## config.mk

```make
export PLATFORM = sky130hd
export DESIGN_NAME = rtfe_copy_unit
export DESIGN_NICKNAME = d
export VERILOG_FILES = /design/src/design/rtfe_pkg.sv /design/src/design/rtfe_copy_unit.sv
export SDC_FILE = /design/constraint.sdc
export NUM_CORES = 1
export LEC_CHECK = 0
export BUFFER_PORTS_ARGS = -buffer_cell sky130_fd_sc_hd__buf_2
export CORE_ASPECT_RATIO = 1.4
export CORE_MARGIN = 10
export CORE_UTILIZATION = 30
export DETAILED_ROUTE_END_ITERATION = 6
export SYNTH_ARGS = -nofsm -noshare
export SYNTH_HDL_FRONTEND = slang
export SYNTH_SLANG_ARGS = --single-unit
```

## constraint.sdc

```tcl
create_clock -name aclk -period 6.4 [get_ports aclk]
set_input_delay 0.96 -clock aclk [delete_from_list [all_inputs] [get_ports aclk]]
set_output_delay 0.96 -clock aclk [all_outputs]
set_load 0.1 [all_outputs]
```

## src/design/rtfe_pkg.sv

```systemverilog
// shared types, sizes and codes of the random time-shift feature expander
// no dependencies; imported by rtfe_copy_unit and the top level
`timescale 1ns / 1ps

package rtfe_pkg;

    // sizing
    localparam int MAX_SHIFT    = 15;
    localparam int MAX_FEATURES = 512;
    localparam int RING_DEPTH   = MAX_SHIFT + 1;
    localparam int SLOT_COUNT   = 16;
    localparam int RESULT_CAP   = 16;

    localparam int RING_W   = $clog2(RING_DEPTH);
    localparam int RING_W1  = RING_W + 1;
    localparam int FEAT_W   = $clog2(MAX_FEATURES);
    localparam int SLOT_W   = $clog2(SLOT_COUNT);
    localparam int CNT_W    = $clog2(RESULT_CAP + 1);
    localparam int HIST_AW  = RING_W + FEAT_W;
    localparam int HIST_DEPTH = 1 << HIST_AW;
    localparam int TBL_AW   = SLOT_W + FEAT_W;
    localparam int TBL_DEPTH  = 1 << TBL_AW;

    // fixed field widths
    localparam int IDX_W  = 9;
    localparam int VAL_W  = 16;
    localparam int AMT_W  = 4;
    localparam int COL_W  = 13;
    localparam int FC_W   = 10;
    localparam int CP_W   = 5;
    localparam int FX_W   = 9;
    localparam int CFG_AW = 2;
    localparam int CFG_DW = 10;
    localparam int S_TDATA_W = 40;
    localparam int M_TDATA_W = 32;

    // register reset values
    localparam logic [FC_W-1:0] FC_RESET = 10'd325;
    localparam logic [CP_W-1:0] CP_RESET = 5'd3;
    localparam logic [FX_W-1:0] FX_RESET = 9'd25;

    // configuration register indexes
    localparam logic [CFG_AW-1:0] CFG_FEATURE_COUNT = 2'd0;
    localparam logic [CFG_AW-1:0] CFG_COPIES        = 2'd1;
    localparam logic [CFG_AW-1:0] CFG_EXTRA         = 2'd2;

    // input command codes
    localparam logic CMD_SAMPLE = 1'b0;
    localparam logic CMD_LOAD   = 1'b1;

    typedef enum logic [2:0] {
        ST_CLEAR,
        ST_IDLE,
        ST_DECODE,
        ST_SHIFT_RD,
        ST_HIST_RD,
        ST_EMIT
    } state_t;

    // sequencer to copy unit
    typedef struct packed {
        logic init;
        logic advance;
    } copy_ctrl_t;

    // copy unit to sequencer
    typedef struct packed {
        logic [SLOT_W-1:0] k;
        logic [COL_W-1:0]  col;
        logic [RING_W-1:0] src;
        logic              last;
    } copy_stat_t;

endpackage

```

## src/design/rtfe_copy_unit.sv

```systemverilog
// copy counter, column accumulator and ring index subtractor, shared by all copies
// depends on rtfe_pkg
`timescale 1ns / 1ps

module rtfe_copy_unit (
    input  logic                          aclk,
    input  logic                          aresetn,
    input  rtfe_pkg::copy_ctrl_t          ctrl,
    input  logic [rtfe_pkg::IDX_W-1:0]    feat,
    input  logic [rtfe_pkg::FC_W-1:0]     fc_eff,
    input  logic [rtfe_pkg::CNT_W-1:0]    n,
    input  logic [rtfe_pkg::RING_W-1:0]   shift,
    input  logic [rtfe_pkg::RING_W-1:0]   step,
    output rtfe_pkg::copy_stat_t          stat
);
    import rtfe_pkg::*;

    logic [SLOT_W-1:0]  k_reg, k_next;
    logic [COL_W-1:0]   col_reg, col_next;
    logic [RING_W1-1:0] wrap_sum;

    // copy number and column: column steps by the feature count
    always_comb begin
        k_next   = k_reg;
        col_next = col_reg;
        if (ctrl.init) begin
            k_next   = '0;
            col_next = COL_W'(feat);
        end else if (ctrl.advance) begin
            k_next   = k_reg + SLOT_W'(1);
            col_next = col_reg + COL_W'(fc_eff);
        end
    end

    always_ff @(posedge aclk) begin
        if (!aresetn) begin
            k_reg <= '0;
        end else begin
            k_reg <= k_next;
        end
    end

    always_ff @(posedge aclk) begin
        col_reg <= col_next;
    end

    // ring row that lies shift steps back
    assign wrap_sum = {1'b0, step} + RING_W1'(RING_DEPTH) - {1'b0, shift};

    always_comb begin
        stat.k    = k_reg;
        stat.col  = col_reg;
        stat.src  = (step >= shift) ? (step - shift) : wrap_sum[RING_W-1:0];
        stat.last = (({1'b0, k_reg} + CNT_W'(1)) == n);
    end

`ifndef SYNTHESIS
    // the counter only moves by one or restarts at zero
    a_k_step: assert property (@(posedge aclk) disable iff (!aresetn)
        $past(aresetn) && (k_reg != $past(k_reg)) |->
            (k_reg == '0) || (k_reg == $past(k_reg) + SLOT_W'(1)))
        else $error("copy counter jumped");
    // column restarts at the feature index
    a_col_init: assert property (@(posedge aclk) disable iff (!aresetn)
        ctrl.init |=> col_reg == COL_W'($past(feat)))
        else $error("column did not start at the feature");
    // column advances with the count
    a_col_adv: assert property (@(posedge aclk) disable iff (!aresetn)
        ctrl.advance && !ctrl.init |=> col_reg == $past(col_reg) + COL_W'($past(fc_eff)))
        else $error("column did not advance by the feature count");
`endif

endmodule

```

* Word-level counts from Yosys, hierarchy flattened
Cells that the tools add are included.
** Operators by class
- $add $sub $neg :: 6
- Magnitude comparators :: 1
- Equal/unequal tests :: 1
- Multiplexer cells :: 3
- Bitwise operators :: 1
- Reductions and logical operators :: 2
** Operators with widths (count)
- two-way mux 9 bit :: 2
- adder 13 x 10 -> 13 bit :: 1
- adder 4 x 1 -> 4 bit, second input constant :: 2
- subtractor 4 bit :: 2
- adder 4 x 1 -> 5 bit, second input constant :: 1
- == test 5 bit :: 1
- greater-or-equal comparator 4 bit :: 1
- two-way mux 4 bit :: 1
- nonzero test 2 bit :: 1
- OR reduction 2 bit :: 1
- NOT 1 bit :: 1
** Storage, ports and cells
- Register bits after elaboration :: 17
- Input port bits :: 36
- Output and inout port bits :: 22
- Logic and storage cells :: 17

* Logic depth before layout (Yosys ltp)
Gate-level depths: netlist of run 1.
- Depth in word-level cells :: 3
- Gate-level depth with buffers :: 7
- Mapped depth without buffers :: 7

* Worst setup path before layout of run 1
Ideal clock, no wire load.
- Path type :: register to output
- Start :: reg k_reg[0]
- End :: out stat[0] (netlist name)
- Arrival :: 4.834 ns
- Required time :: 5.440 ns
- Setup slack :: 0.606 ns
- Stages on the path, launching flop included :: 7
- Path buffers :: 0
- Cell sequence :: dfxtp_1 > ha_1 > nand2b_1 > o211ai_1 > o21ai_0 > o22a_1 > nor4_1
** RTL lines
- start, declared :: RTL line rtfe_copy_unit.sv:18 : logic [SLOT_W-1:0] k_reg, k_next;
- start signal, assigned :: RTL line rtfe_copy_unit.sv:39 : k_reg <= k_next;
- end, declared :: RTL line rtfe_copy_unit.sv:14 : output rtfe_pkg::copy_stat_t stat

==> flow_summary.ini, run 1 <==
[outcome]
outcome = complete, no violations

[clock_tree]
path_clk_slew_ns = 0.07
clkSinkCount = 17
root_buffer = clkbuf_8
clk_path_buf_depth = 2
cts_setup_buffers = 0
hold_buffers = 0
cts_resized = 0
h-tree-depth = 1
clock_latency_ns = 0.26
cts_tree = done
cts_buffers = 3

[cells_and_area]
largest_reg_flops = 13
area_growth_pct = 28.6
multi_input_area_um2 = 893
fillers = 491
final_util_pct = 39.3
layout-drive-gt1-share_pct = 32.9
fin_nets = 260
seq_area_um2 = 430
diodes = 0

[die]
die_area_um2 = 7720
rows = 29
die_h_um = 100
fp.dieW_um = 77.2
core_area_um2 = 4500
initial_core_util_pct = 30.5
pin_count = 58

[routing]
drt_wl_total_um = 3520
drtIter0Drc = 91
vias_per_cell = 4.78
drcViolationCount = 0
vias = 1285
wl_per_cell_um = 13.1
first_pass_iters = 2
antenna_left = 0

[grt]
grt.total_usage_pct = 8.77
grt_pass1_vias = 1347
grt_pass1_wl_um = 5790
antenna_found_initial = 0
grt_overflow = 0
grt_max_degree = 28

[timing]
fin_tns_setup_ns = 0
min_period_ns = 3.35
rsz0062_at_grt = false
fin_crit_sh_pct = 52.3
drv_slew = 0
max_freq_mhz = 299
hold_viol = 0
skew_ns = 0.00162
setup_ws_ns = 3.05
setup_viol = 0
fin_worst_hold_slack_ns = 0.500
slew_headroom_pct = 66.9
tightest_slew_ns = 0.500

[yosys]
synth_commonest_cells = 14 x ha_1, 11 x nand2_1, 11 x o21ai_0
yosys.area.top_type = edfxtp_1
ys_warn_count = 0
synth_most_common_cell = ha_1
synth_cell_types = 40
synthArstFlopShare_pct = 0
synth-seq-cells = 17
netlist_top_cells_area = edfxtp_1 20%, ha_1 13%, dfxtp_1 12%
synth-seq-area-share_pct = 31.3
synth_flop_cell = edfxtp_1
synthCells = 150
netlist.area_leader.share_pct = 19.7
synth_area_um2 = 1370
synth_edf_count = 9
synth_nets = 202
avgSynthCellArea_um2 = 9.16

[power]
p_sw_share_pct = 54.3
pwr-share-comb_pct = 61.7
p_leak_nw = 0.828
p_switching_w = 0.000336
p_per_area_nw_per_um2 = 351
p_int_w = 0.000283
ir_drop_v = 0.0000862
seq_power_share_pct = 25.0
p_clk_share_pct = 13.3

[setup_path]
slowest_delay_ns = 0.46
path_common_cell = buf_2
endpoint_kind = primary output
cp.required_ns = 5.44
worstPathMaxFanout = 3
cp_slowest_cell = buf_2
path_class = in2out
start_kind = input pin
crit_chain = buf_2 > nand2b_1 > o211ai_1 > o21ai_0 > o22a_1 > nor4_1 > buf_2
arrival_ns = 2.39

[place]
dp_hpwl_um = 2850
routabilityCongestion = 0.779
numPortBuffers = 57
dp_slack_ns = 3.05

[min_path]
hp-class = reg2reg

[job]
maxCapViolCount = 0
==> power by group through the flow <==
stage	logic [W]	registers (W)	clock network (W)
2_1_floorplan	0.000171	0.000304	0
3_3_place_gp	0.000383	0.000157	0
3_5_place_dp	0.000384	0.000157	0
4_1_cts	0.000385	0.000155	0.0000861
5_1_grt	0.000411	0.000158	0.0000875
6_report	0.000382	0.000155	0.0000825
==> per-layer routing <==
metal  global-route usage (%)  part of all wire (%)  vias to the layer above
li1                         -                     -                      666
met1                     9.62                    44                      570
met2                     15.3                    47                       44
met3                     2.86                   7.5                        5
met4                     3.38                   1.7                        0
met5                        0                     0                        -
==> worst max-delay path, delay by kind of cell <==
family	cells	cell delay, ns
buffers and inverters	2	0.56
AOI/OAI and AO/OA	3	0.45
and+or+nand+nor	2	0.40
==> metrics by stage <==
stage	cells	instance area (um2)	total power, W
final	269	1770	0.000619
after CTS	269	1770	0.000626
after global routing	269	1770	0.000656
after detailed placement	265	1720	0.000541
after global placement	265	1720	0.000540
after floorplan	150	1370	0.000475
==> final timing paths <==
path	cells past startpoint	startpoint	end	slack [ns]
setup / recovery	7	n[2]	stat[0]	3.05
hold / removal	2	col_reg[9]	col_reg[9]	0.50
setup reg to reg	7	col_reg[0]	col_reg[8]	4.09
hold reg to reg	2	col_reg[9]	col_reg[9]	0.50
==> cell families after synthesis <==
| logic type | after synthesis | synth area share, % |
|---|---|---|
| compound gates | 45 | 21.2 |
| xor+xnor | 18 | 11.5 |
| fa+ha+maj | 16 | 15.7 |
| buf+inv | 13 | 3.64 |
| flops | 17 | 31.3 |
| mux | 3 | 2.37 |
| simple gates | 38 | 14.3 |
==> cell type report <==
cell class                      count  share of cell area (%)
Clock buffer                        3                    2.34
Sequential cell                    17                    24.4
Multi-Input combinational cell    120                    50.6
Tap cell                           62                    4.39
Timing Repair Buffer               57                    16.1
Inverter                            9                    1.91
Clock inverter                      1                   0.283
==> cells in the final DEF, fill, tap and decap left out, types with 3 or more instances in the layout <==
master	count
clkbuf_8	3
nor2_1	5
ha_1	14
edfxtp_1	9
a21o_1	4
inv_1	9
o21ai_0	11
dfxtp_1	8
a31oi_1	4
nand2b_1	4
o211ai_1	3
a21oi_1	10
xor2_1	8
nand3_1	5
nand2_1	11
buf_2	57
xnor2_1	10
(Power assumes the default switching activity.)
==> run 2, diff against run 1 <==
--- a/config.mk
+++ b/config.mk
@@ -5,6 +5,7 @@
 export SDC_FILE = /design/constraint.sdc
 export NUM_CORES = 1
 export LEC_CHECK = 0
+export ABC_AREA = 1
 export BUFFER_PORTS_ARGS = -buffer_cell sky130_fd_sc_hd__buf_2
 export CORE_ASPECT_RATIO = 1.4
 export CORE_MARGIN = 10
==> constraint.sdc (replaced) <==
create_clock -name aclk -period 3 [get_ports aclk]
set_input_delay 0.45 -clock aclk [delete_from_list [all_inputs] [get_ports aclk]]
set_output_delay 0.45 -clock aclk [all_outputs]
set_load 0.1 [all_outputs]
==> run 2 against run 1 <==
Sequential share of layout area is 1.5 points lower. Clock-buffer cell count stayed put. Area after synthesis is 7.8% higher. Wire length is 9.4% higher. Synthesized cell count is 41% higher. Flip-flop and latch count stayed put. Setup slack worse by 2.6 ns. Utilization is 0.14 points higher. Final cell count is 24% higher. Critical path type is now reg2out. Critical path depth is 1 lower.
==> flow_summary.ini, run 2 <==
[outcome]
outcome = complete, no violations

[yosys]
ys_warn_count = 0
synth_most_common_cell = nand2_1
synth_nets = 264
synth_commonest_cells = 72 x nand2_1, 28 x inv_1, 20 x nand3_1
yosys.area.top_type = edfxtp_1
synth_area_um2 = 1480
synthArstFlopShare_pct = 0
synth_cell_types = 32
synth-seq-area-share_pct = 29.1
synth_edf_count = 9
netlist.area_leader.share_pct = 18.2
synth_flop_cell = edfxtp_1
netlist_top_cells_area = edfxtp_1 18%, nand2_1 18%, ha_1 12%
synth-seq-cells = 17
synthCells = 212
avgSynthCellArea_um2 = 6.99

[grt]
grt.total_usage_pct = 9.96
antenna_found_initial = 0
grt_pass1_vias = 1640
grt_overflow = 0
grt_pass1_wl_um = 6620
grt_max_degree = 15

[die]
pin_count = 58
rows = 30
die_area_um2 = 8190
initial_core_util_pct = 30.8
fp.dieW_um = 79.4
core_area_um2 = 4800
die_h_um = 103

[setup_path]
worstPathMaxFanout = 6
r2r_cells = 9
crit_chain = ha_1 > or2_0 > a211oi_1 > o21ai_0 > nor3_4 > buf_2
start_kind = flip-flop
cp_slowest_cell = buf_2
endpoint_kind = primary output
r2r_end = col_reg[6]
path_class = reg2out
r2r_slack_ns = 1.06
arrival_ns = 2.12
cp.required_ns = 2.55
worst_r2r_startpoint = col_reg[0]
slowest_delay_ns = 0.44

[timing]
hold_viol = 0
setup_ws_ns = 0.429
tightest_slew_ns = 0.498
min_period_ns = 2.57
fin_crit_sh_pct = 85.7
skew_ns = 0.00249
setup_viol = 0
slew_headroom_pct = 67.0
fin_tns_setup_ns = 0
drv_slew = 0
rsz0062_at_grt = false
max_freq_mhz = 389

[cells_and_area]
fillers = 553
stdcell_count = 334
diodes = 0
final_cell_mix = 72 x nand2_1, 57 x buf_2, 28 x inv_1, 20 x nand3_1, 14 x ha_1
fin_nets = 323
largest_reg_flops = 13
layout-drive-gt1-share_pct = 27.8
layout_commonest_cell = nand2_1
final_area_um2 = 1890
area_growth_pct = 27.8

[clock_tree]
cts_setup_buffers = 0
path_clk_slew_ns = 0.07
cts_resized = 0
hold_buffers = 0
root_buffer = clkbuf_8
cts_buffers = 3
clkSinkCount = 17
clock_latency_ns = 0.25
h-tree-depth = 1
cts_tree = done
clk_path_buf_depth = 2

[routing]
drt_wl_total_um = 3850
drtIter0Drc = 39
vias_per_cell = 4.52
drcViolationCount = 0
wl_per_cell_um = 11.5
first_pass_iters = 4
vias = 1511
antenna_left = 0

[power]
ir_drop_v = 0.000247
total_power_w = 0.00108
p_per_area_nw_per_um2 = 569
p_leak_nw = 1.06

[place]
dpl.cell_count = 330
numPortBuffers = 57
place_area_um2 = 1850
dp_slack_ns = 0.696
dp_hpwl_um = 3250
routabilityCongestion = 0.793

[min_path]
hold_depth = 3
whs_endpoint = col_reg[0]
min-delay-start = feat[0]
hp-class = in2reg

[job]
maxCapViolCount = 0
[run 2: cell count changes in the layout (fill, tap and decap cells not counted), sizes merged, moves of 4 or more]
cell and change:
xnor2 -5, nand3 +16, a31oi -4, inv +20
xor2 -5, nand2b -4, nand2 +63, a21o -6
nor2 +8, o21ai -5
[run 2: worst max-delay path by stage]
stage | start | to | slack, ns | cells past startpoint
floorplan | shift[2] | stat[4] | 0.06 | 5
global placement | k_reg[0] | stat[0] | 0.70 | 6
detailed placement | k_reg[0] | stat[0] | 0.70 | 6
CTS | k_reg[0] | stat[0] | 0.40 | 6
global route | k_reg[0] | stat[0] | 0.28 | 6
finish | k_reg[0] | stat[0] | 0.43 | 6
[run 2: worst max-delay path, delay by kind of cell, from the launching register on]
| family | cells | cell delay (ns) |
|---|---|---|
| buffers and inverters | 1 | 0.44 |
| flip-flops | 1 | 0.35 |
| adder cells (fa/ha/maj) | 1 | 0.32 |
| AO/OA/AOI/OAI | 2 | 0.35 |
| AND/OR/NAND/NOR | 2 | 0.41 |
[run 2: layer usage]
layer  share of wire, %  track usage, %  vias to the layer above
met3                9.4            4.19                        4
met4                1.8            4.84                        0
met1                 40            9.52                      671
li1                   -               -                      796
met5                  0               0                        -
met2                 49            17.9                       40
[run 2: area by class of cell]
type                    count  area, um2  share of cell area, %
repair buffers             57        285                   15.1
flip-flops and latches     17        433                   22.9
multi-input cells         163        940                   49.6
clock buffers               3       41.3                   2.18
inverters                  29        109                   5.75
clock inverters             1       5.00                  0.264
well taps                  64       80.1                   4.23
[run 2: metrics by stage]
step	hold WS, ns	util [%]
floorplan	0.598	-
global placement	0.467	38.4
detailed placement	0.472	38.4
CTS	0.452	39.4
global route	0.464	39.4
finish	0.460	39.4
[run 2: cell families (layout without fill, tap and decap cells)]
kind of cell	after synthesis	after routing	share of synthesized area, %
compound gates	22	22	8.45
xor+xnor	8	8	5.24
fa+ha+maj	16	16	14.5
buf+inv	32	90	8.45
flops	17	17	29.1
simple gates	117	117	34.3
[run 2: where the power goes]
part,internal [W],total (W),switching (W)
sequential,0.000279,0.000297,0.0000182
clock,0.0000922,0.000178,0.0000858
combinational,0.000147,0.000603,0.000456
